**src/rtl/rpia_pkg.sv**
```systemverilog
// Shared constants, types and codes of the rotating packet identifier allocator.
package rpia_pkg;

    localparam int ID_BITS     = 16;
    localparam int KIND_BITS   = 3;
    localparam int TARGET_BITS = 16;
    localparam int OFF_BITS    = 5;
    localparam int WORD_BITS   = 1 << OFF_BITS;
    localparam int ADDR_BITS   = ID_BITS - OFF_BITS;
    localparam int WORDS       = 1 << ADDR_BITS;
    localparam int CNT_BITS    = ADDR_BITS + 1;

    localparam logic [KIND_BITS-1:0] KIND_ALLOC   = 3'd0;
    localparam logic [KIND_BITS-1:0] KIND_RELEASE = 3'd1;
    localparam logic [KIND_BITS-1:0] KIND_MARK    = 3'd2;
    localparam logic [KIND_BITS-1:0] KIND_UNMARK  = 3'd3;
    localparam logic [KIND_BITS-1:0] KIND_CLEAR   = 3'd4;

    typedef logic [ID_BITS-1:0]   id_t;
    typedef logic [ADDR_BITS-1:0] waddr_t;
    typedef logic [WORD_BITS-1:0] bits_t;

    typedef struct packed {
        bits_t held;
        bits_t used;
    } map_word_t;

    typedef struct packed {
        logic      rd_en;
        waddr_t    rd_addr;
        logic      wr_en;
        waddr_t    wr_addr;
        map_word_t wr_data;
    } ram_req_t;

    typedef struct packed {
        logic [TARGET_BITS-1:0] granted_id;
        logic                   granted;
        logic                   exhausted;
    } rpia_result_t;

    typedef enum logic [2:0] {
        ST_IDLE,
        ST_SCAN,
        ST_RMW,
        ST_CLEAR,
        ST_REPLY
    } state_t;

endpackage

```
**src/rtl/rpia_ctrl.sv**
```systemverilog
// Request sequencer: word-wide next-fit search, read-modify-write and clearing sweep.
module rpia_ctrl
    import rpia_pkg::*;
(
    input  logic                   aclk,
    input  logic                   aresetn,
    input  logic                   s_valid,
    output logic                   s_ready,
    input  logic [KIND_BITS-1:0]   s_kind,
    input  logic [TARGET_BITS-1:0] s_target_id,
    output logic                   res_valid,
    input  logic                   res_ready,
    output rpia_result_t           res,
    output ram_req_t               ram_req,
    input  map_word_t              rd_data
);

    localparam id_t ID_ONE = ID_BITS'(1);

    function automatic id_t step_ptr(input id_t p);
        id_t n;
        n = p + ID_ONE;
        return (n == '0) ? ID_ONE : n;
    endfunction

    function automatic logic [OFF_BITS-1:0] first_set(input bits_t v);
        logic [OFF_BITS-1:0] idx;
        idx = '0;
        for (int i = WORD_BITS - 1; i >= 0; i--) begin
            if (v[i]) begin
                idx = OFF_BITS'(i);
            end
        end
        return idx;
    endfunction

    state_t                 state_reg, state_next;
    id_t                    ptr_reg, ptr_next;
    logic [CNT_BITS-1:0]    cnt_reg, cnt_next;
    logic                   report_reg, report_next;
    logic [KIND_BITS-1:0]   kind_reg, kind_next;
    logic [TARGET_BITS-1:0] target_reg, target_next;
    waddr_t                 addr_reg, addr_next;
    rpia_result_t           res_reg, res_next;

    logic                accept;
    logic                in_range;
    logic                scan_first, scan_last, found;
    bits_t               ge_mask, scan_mask, free_bits, hit_bit, rmw_bit;
    logic [OFF_BITS-1:0] hit_idx;
    id_t                 cand;
    map_word_t           rmw_word;

    assign accept   = s_valid && s_ready;
    assign in_range = (s_target_id >> ID_BITS) == '0;

    // scan of the word that was read last cycle
    assign scan_first = cnt_reg == '0;
    assign scan_last  = cnt_reg == CNT_BITS'(WORDS);
    assign ge_mask    = {WORD_BITS{1'b1}} << ptr_reg[OFF_BITS-1:0];

    always_comb begin
        if (scan_first) begin
            scan_mask = ge_mask;
        end else if (scan_last) begin
            scan_mask = ~ge_mask;
        end else begin
            scan_mask = {WORD_BITS{1'b1}};
        end
        if (addr_reg == '0) begin
            scan_mask[0] = 1'b0;   // identifier zero is never handed out
        end
    end

    assign free_bits = ~(rd_data.used | rd_data.held) & scan_mask;
    assign found     = |free_bits;
    assign hit_idx   = first_set(free_bits);
    assign hit_bit   = bits_t'(1) << hit_idx;
    assign cand      = {addr_reg, hit_idx};

    assign rmw_bit = bits_t'(1) << target_reg[OFF_BITS-1:0];

    always_comb begin
        rmw_word = rd_data;
        case (kind_reg)
            KIND_RELEASE: rmw_word.used = rd_data.used & ~rmw_bit;
            KIND_MARK:    rmw_word.held = rd_data.held | rmw_bit;
            KIND_UNMARK:  rmw_word.held = rd_data.held & ~rmw_bit;
            default:      rmw_word = rd_data;
        endcase
    end

    // next state and register updates
    always_comb begin
        state_next  = state_reg;
        ptr_next    = ptr_reg;
        cnt_next    = cnt_reg;
        report_next = report_reg;
        kind_next   = kind_reg;
        target_next = target_reg;
        addr_next   = addr_reg;
        res_next    = res_reg;
        case (state_reg)
            ST_IDLE: begin
                if (accept) begin
                    kind_next   = s_kind;
                    target_next = s_target_id;
                    res_next.granted_id = s_target_id;
                    res_next.granted    = 1'b0;
                    res_next.exhausted  = 1'b0;
                    cnt_next = '0;
                    case (s_kind)
                        KIND_ALLOC: begin
                            addr_next  = ptr_reg[ID_BITS-1:OFF_BITS];
                            state_next = ST_SCAN;
                        end
                        KIND_RELEASE, KIND_MARK, KIND_UNMARK: begin
                            addr_next  = s_target_id[ID_BITS-1:OFF_BITS];
                            state_next = in_range ? ST_RMW : ST_REPLY;
                        end
                        KIND_CLEAR: begin
                            report_next = 1'b1;
                            state_next  = ST_CLEAR;
                        end
                        default: state_next = ST_REPLY;
                    endcase
                end
            end
            ST_SCAN: begin
                if (found) begin
                    res_next.granted_id = TARGET_BITS'(cand);
                    res_next.granted    = 1'b1;
                    ptr_next   = step_ptr(cand);
                    state_next = ST_REPLY;
                end else if (scan_last) begin
                    res_next.granted_id = TARGET_BITS'(ptr_reg);
                    res_next.exhausted  = 1'b1;
                    ptr_next   = step_ptr(ptr_reg);
                    state_next = ST_REPLY;
                end else begin
                    addr_next = addr_reg + waddr_t'(1);
                    cnt_next  = cnt_reg + CNT_BITS'(1);
                end
            end
            ST_RMW: begin
                state_next = ST_REPLY;
            end
            ST_CLEAR: begin
                if (cnt_reg == CNT_BITS'(WORDS - 1)) begin
                    ptr_next    = ID_ONE;
                    report_next = 1'b0;
                    state_next  = report_reg ? ST_REPLY : ST_IDLE;
                end else begin
                    cnt_next = cnt_reg + CNT_BITS'(1);
                end
            end
            ST_REPLY: begin
                if (res_ready) begin
                    state_next = ST_IDLE;
                end
            end
            default: state_next = ST_IDLE;
        endcase
    end

    // outputs and memory port
    always_comb begin
        s_ready         = 1'b0;
        res_valid       = 1'b0;
        ram_req.rd_en   = 1'b0;
        ram_req.rd_addr = addr_reg;
        ram_req.wr_en   = 1'b0;
        ram_req.wr_addr = addr_reg;
        ram_req.wr_data = rmw_word;
        case (state_reg)
            ST_IDLE: begin
                s_ready = 1'b1;
                if (s_kind == KIND_ALLOC) begin
                    ram_req.rd_en   = s_valid;
                    ram_req.rd_addr = ptr_reg[ID_BITS-1:OFF_BITS];
                end else begin
                    ram_req.rd_en   = s_valid && in_range;
                    ram_req.rd_addr = s_target_id[ID_BITS-1:OFF_BITS];
                end
            end
            ST_SCAN: begin
                if (found) begin
                    ram_req.wr_en        = 1'b1;
                    ram_req.wr_data.used = rd_data.used | hit_bit;
                    ram_req.wr_data.held = rd_data.held;
                end else if (!scan_last) begin
                    ram_req.rd_en   = 1'b1;
                    ram_req.rd_addr = addr_reg + waddr_t'(1);
                end
            end
            ST_RMW: begin
                ram_req.wr_en = 1'b1;
            end
            ST_CLEAR: begin
                ram_req.wr_en   = 1'b1;
                ram_req.wr_addr = cnt_reg[ADDR_BITS-1:0];
                ram_req.wr_data = '0;
            end
            ST_REPLY: begin
                res_valid = 1'b1;
            end
            default: begin
                res_valid = 1'b0;
            end
        endcase
    end

    assign res = res_reg;

    always_ff @(posedge aclk) begin
        if (!aresetn) begin
            state_reg  <= ST_CLEAR;
            ptr_reg    <= ID_ONE;
            cnt_reg    <= '0;
            report_reg <= 1'b0;
        end else begin
            state_reg  <= state_next;
            ptr_reg    <= ptr_next;
            cnt_reg    <= cnt_next;
            report_reg <= report_next;
        end
    end

    always_ff @(posedge aclk) begin
        kind_reg   <= kind_next;
        target_reg <= target_next;
        addr_reg   <= addr_next;
        res_reg    <= res_next;
    end

endmodule

```
**config.mk**
```make
export PLATFORM = sky130hd
export DESIGN_NAME = rpia_ctrl
export DESIGN_NICKNAME = d
export VERILOG_FILES = /design/src/rtl/rpia_pkg.sv /design/src/rtl/rpia_ctrl.sv
export SDC_FILE = /design/constraint.sdc
export NUM_CORES = 1
export LEC_CHECK = 0
export ABC_AREA = 1
export ABC_CLOCK_PERIOD_IN_PS = 5800
export BUFFER_PORTS_ARGS = -buffer_cell sky130_fd_sc_hd__buf_4
export CAP_MARGIN = 15
export CORE_ASPECT_RATIO = 0.9
export CORE_MARGIN = 2
export CORE_UTILIZATION = 40
export DETAILED_ROUTE_END_ITERATION = 7
export PLACE_DENSITY_LB_ADDON = 0.25
export SYNTH_ARGS = -nofsm -noshare
export SYNTH_HDL_FRONTEND = slang
export SYNTH_SLANG_ARGS = --single-unit
export TNS_END_PERCENT = 100
```
**constraint.sdc**
```tcl
create_clock -name aclk -period 5.8 [get_ports aclk]
set_input_delay 0.58 -clock aclk [delete_from_list [all_inputs] [get_ports aclk]]
set_output_delay 0.58 -clock aclk [all_outputs]
set_load 0.05 [all_outputs]
```
==> results.toml <==
[status]
status = "completed"

[logic_synthesis]
yosysTopAreaCell = "nand2_1"
synth_compound_area_share_pct = 27.8
netlist_area_sq_um = 8010
ys_types = 55
synth_nets = 1476
synth_fa_ha_area_share_pct = 2.03
netlist_instances = 1376
synth_common_cells = "nand2_1, inv_1, o21ai_0"
synth-xor-area-share_pct = 1.75
synth-simple-area-share_pct = 33.3
seq_area_frac_synth_pct = 21.9
ys_ff_latch = 69
synth_most_common_cell = "nand2_1"
synth_flop_cell = "edfxtp_1"
syn-mean-instance-area_sq_um = 5.82
ys_async_sr_fraction_pct = 0
synth_area_leaders = "nand2_1, edfxtp_1, o21ai_0, inv_1, dfxtp_1"
yosysTopAreaCellShare_pct = 15.9
yosysWarnings = 0
muxShareOfSynthArea_pct = 0
synth_edf_count = 37
synth_top_family_by_area = "simple AND/OR/NAND/NOR gates"

[clocking]
cts-root-buf = "clkbuf_16"
worstSkewPairLatency_ns = 0.35
cts_buffers = 9
clkTransAtPathRegs_ns = 0.07
cts_hold_buf = 0
htreeDepth = 3
cts_max_path_buffers = 2
tritoncts = "yes"
clock_sinks = 69

[power]
p_int_w = 0.00195
power_frac_clock_pct = 12.3
p_sw_w = 0.00296
share_comb_of_total_power_pct = 72.7
powerDensity_nw_per_um2 = 484
ir_drop_mv = 0.331
total_power_w = 0.00490
switching_share_pct = 60.3
seqPwrFrac_pct = 15.0
power.leakage_nw = 4.60

[routing]
routed_wl_um = 37500
drt_first_iter_violations = 1247
ant_nets = 0
viasPerCell = 5.80
wl_per_cell_um = 20.7
drt_first_pass_iters = 5
drc_errors = 0
vias = 10500

[setup_path]
worstSetupStartpointType = "flip-flop"
reg2reg_to = "ptr_reg[1]$_SDFFE_PN0P_"
cp.buffers_inverters = 3
r2r-start = "cnt_reg[0]$_SDFFE_PN0P_"
reg2reg_slack_ns = 0.56
slowest_delay_ns = 0.34
path_class = "flip-flop to output pin"
r2r_cells = 55
critPathTopFamily = "simple AND/OR/NAND/NOR gates"
worstPathRequired_ns = 5.22
critical_path.max_fanout = 13
crit_top_cell = "nand2_1"
arrival_ns = 4.86
slowest_stage = "dfxtp_1"
endpoint_kind = "output pin"

[timing]
max_slew.worst_pin.slew_ns = 0.998
max_slew_margin_pct = 33.3
finalCriticalPeriod_ns = 5.44
rsz0062_at_grt = "yes"
max_freq_mhz = 184
finalSetupViolCount = 0
drv_slew = 0
setup_tns_ns = 0
hold_viol_final = 0
skew_ns = 0.0130
final.period_utilization_pct = 93.8

[placement]
portBuffers = 194
dp_hpwl_um = 30000
globalplace.congestion = 1.04

[min_path]
hold_end = "kind_reg[1]$_DFFE_PP_"
holdPathStages = 1
hp-start = "s_kind[1]"
hold_path_class = "input port to flip-flop"

[finish]
drive_gt1_share_pct = 19.2
final_util_pct = 51.2
nFillCells = 2081
largest_reg_flops = 18
fin_nets = 1649
diodes = 0
area_growth_syn_to_layout_pct = 26.6

[global_routing]
grt_pass1_wl_um = 56500
grt_antenna_before_repair = 0
grtUsageTotal_pct = 34.0
grt.overflow.total = 0
grt_pass1_vias = 9437
grt_max_degree = 52

[floorplan]
die_h_um = 138
ios = 195
start_util_pct = 40.4
row_count = 49
dieArea_sq_um = 21200
die_w_um = 153
core_sq_um = 19800

[flow_run]
drv_cap = 0
layout by cell type, fill, tap and decap left out, types with 5 or more instances in the layout:
master | synthesis | final
nand2_1 | 340 | 339
o21ai_1 | 9 | 13
nor3_1 | 24 | 22
nor2_4 | 3 | 6
nand2_2 | 6 | 7
ha_2 | 0 | 5
xor2_1 | 15 | 14
o22ai_1 | 29 | 29
a31oi_1 | 10 | 10
inv_2 | 10 | 11
ha_1 | 13 | 8
nand3_1 | 64 | 64
dfxtp_1 | 32 | 32
nor2_2 | 6 | 5
nand4_1 | 24 | 24
clkinv_1 | 9 | 9
a21oi_1 | 83 | 83
o21ai_0 | 185 | 179
o221ai_1 | 10 | 10
clkbuf_16 | 0 | 10
o2111ai_1 | 17 | 17
nor2_1 | 138 | 136
inv_1 | 185 | 184
a22oi_1 | 10 | 10
o211ai_1 | 13 | 13
buf_4 | 1 | 221
edfxtp_1 | 37 | 37
nor4_1 | 5 | 5
layout make-up:
| type | instances | area (sq um) | area share [%] |
|---|---|---|---|
| multi-input combinational | 1038 | 5270 | 51.9 |
| sequential | 69 | 1750 | 17.3 |
| clock buffer | 10 | 250 | 2.47 |
| inverter | 207 | 785 | 7.74 |
| clock inverter | 6 | 66.3 | 0.654 |
| tap | 255 | 319 | 3.15 |
| timing repair buffer | 224 | 1700 | 16.8 |
worst max path at each step:
stage / startpoint / slack, ns / to / cells after the start
5_1_grt: cnt_reg[0]$_SDFFE_PN0P_ / -0.03 / ram_req[3] / 46
4_1_cts: cnt_reg[0]$_SDFFE_PN0P_ / 0.003 / ram_req[7] / 44
3_5_place_dp: cnt_reg[0]$_SDFFE_PN0P_ / 0.33 / ptr_reg[1]$_SDFFE_PN0P_ / 53
6_report: cnt_reg[0]$_SDFFE_PN0P_ / 0.36 / ram_req[12] / 44
3_3_place_gp: cnt_reg[0]$_SDFFE_PN0P_ / 0.46 / ram_req[7] / 44
2_1_floorplan: cnt_reg[0]$_SDFFE_PN0P_ / 0.74 / ram_req[7] / 44
metal layers:
layer  vias up  global-route usage, %  routed length (um)
li1       4968                      -                   -
met1      4866                   48.2               16200
met2       593                   51.6               16400
met3        60                   8.15                3980
met4         0                   9.80                 991
met5         -                      0                   0
through the flow:
step | hold slack (ns) | setup WS [ns] | instance area [sq um] | std cells
floorplan | 0.459 | 0.739 | 8010 | 1376
global placement | 0.471 | 0.465 | 9700 | 1788
detailed placement | 0.490 | 0.327 | 9700 | 1788
CTS | 0.411 | 0.00258 | 10000 | 1804
global route | 0.417 | -0.0298 | 10100 | 1809
finish | 0.412 | 0.360 | 10100 | 1809
power groups by stage:
stage / combinational [W] / sequential (W) / clock (W)
floorplan: 0.00229 / 0.000841 / 0
detailed placement: 0.00350 / 0.000741 / 0
finish: 0.00357 / 0.000735 / 0.000603
CTS: 0.00351 / 0.000731 / 0.000606
global placement: 0.00350 / 0.000738 / 0
global route: 0.00375 / 0.000743 / 0.000618
repair_timing:
| item | CTS | global route |
|---|---|---|
| resized for setup | 0 | 25 |
| buffers inserted | 0 | 5 |
| endpoints found under the setup margin | 0 | 34 |
worst reg2reg max path: cells and delay by family, from the launching register on:
| kind | cells | cell delay, ns |
|---|---|---|
| and+or+nand+nor | 46 | 3.56 |
| buffers and inverters | 5 | 0.55 |
| AOI/OAI and AO/OA | 1 | 0.06 |
| xor gates and xnor gates | 1 | 0.19 |
| adders and majority gates | 2 | 0.39 |
| DFF | 1 | 0.38 |
cell families (layout without fill, tap and decap cells):
family / Yosys count / count (layout)
xor gates and xnor gates: 16 / 16
buffers and inverters: 269 / 447
and+or+nand+nor: 622 / 622
AOI/OAI and AO/OA: 387 / 387
DFF: 69 / 69
adders and majority gates: 13 / 13
Power figures use the tool's default switching activity.
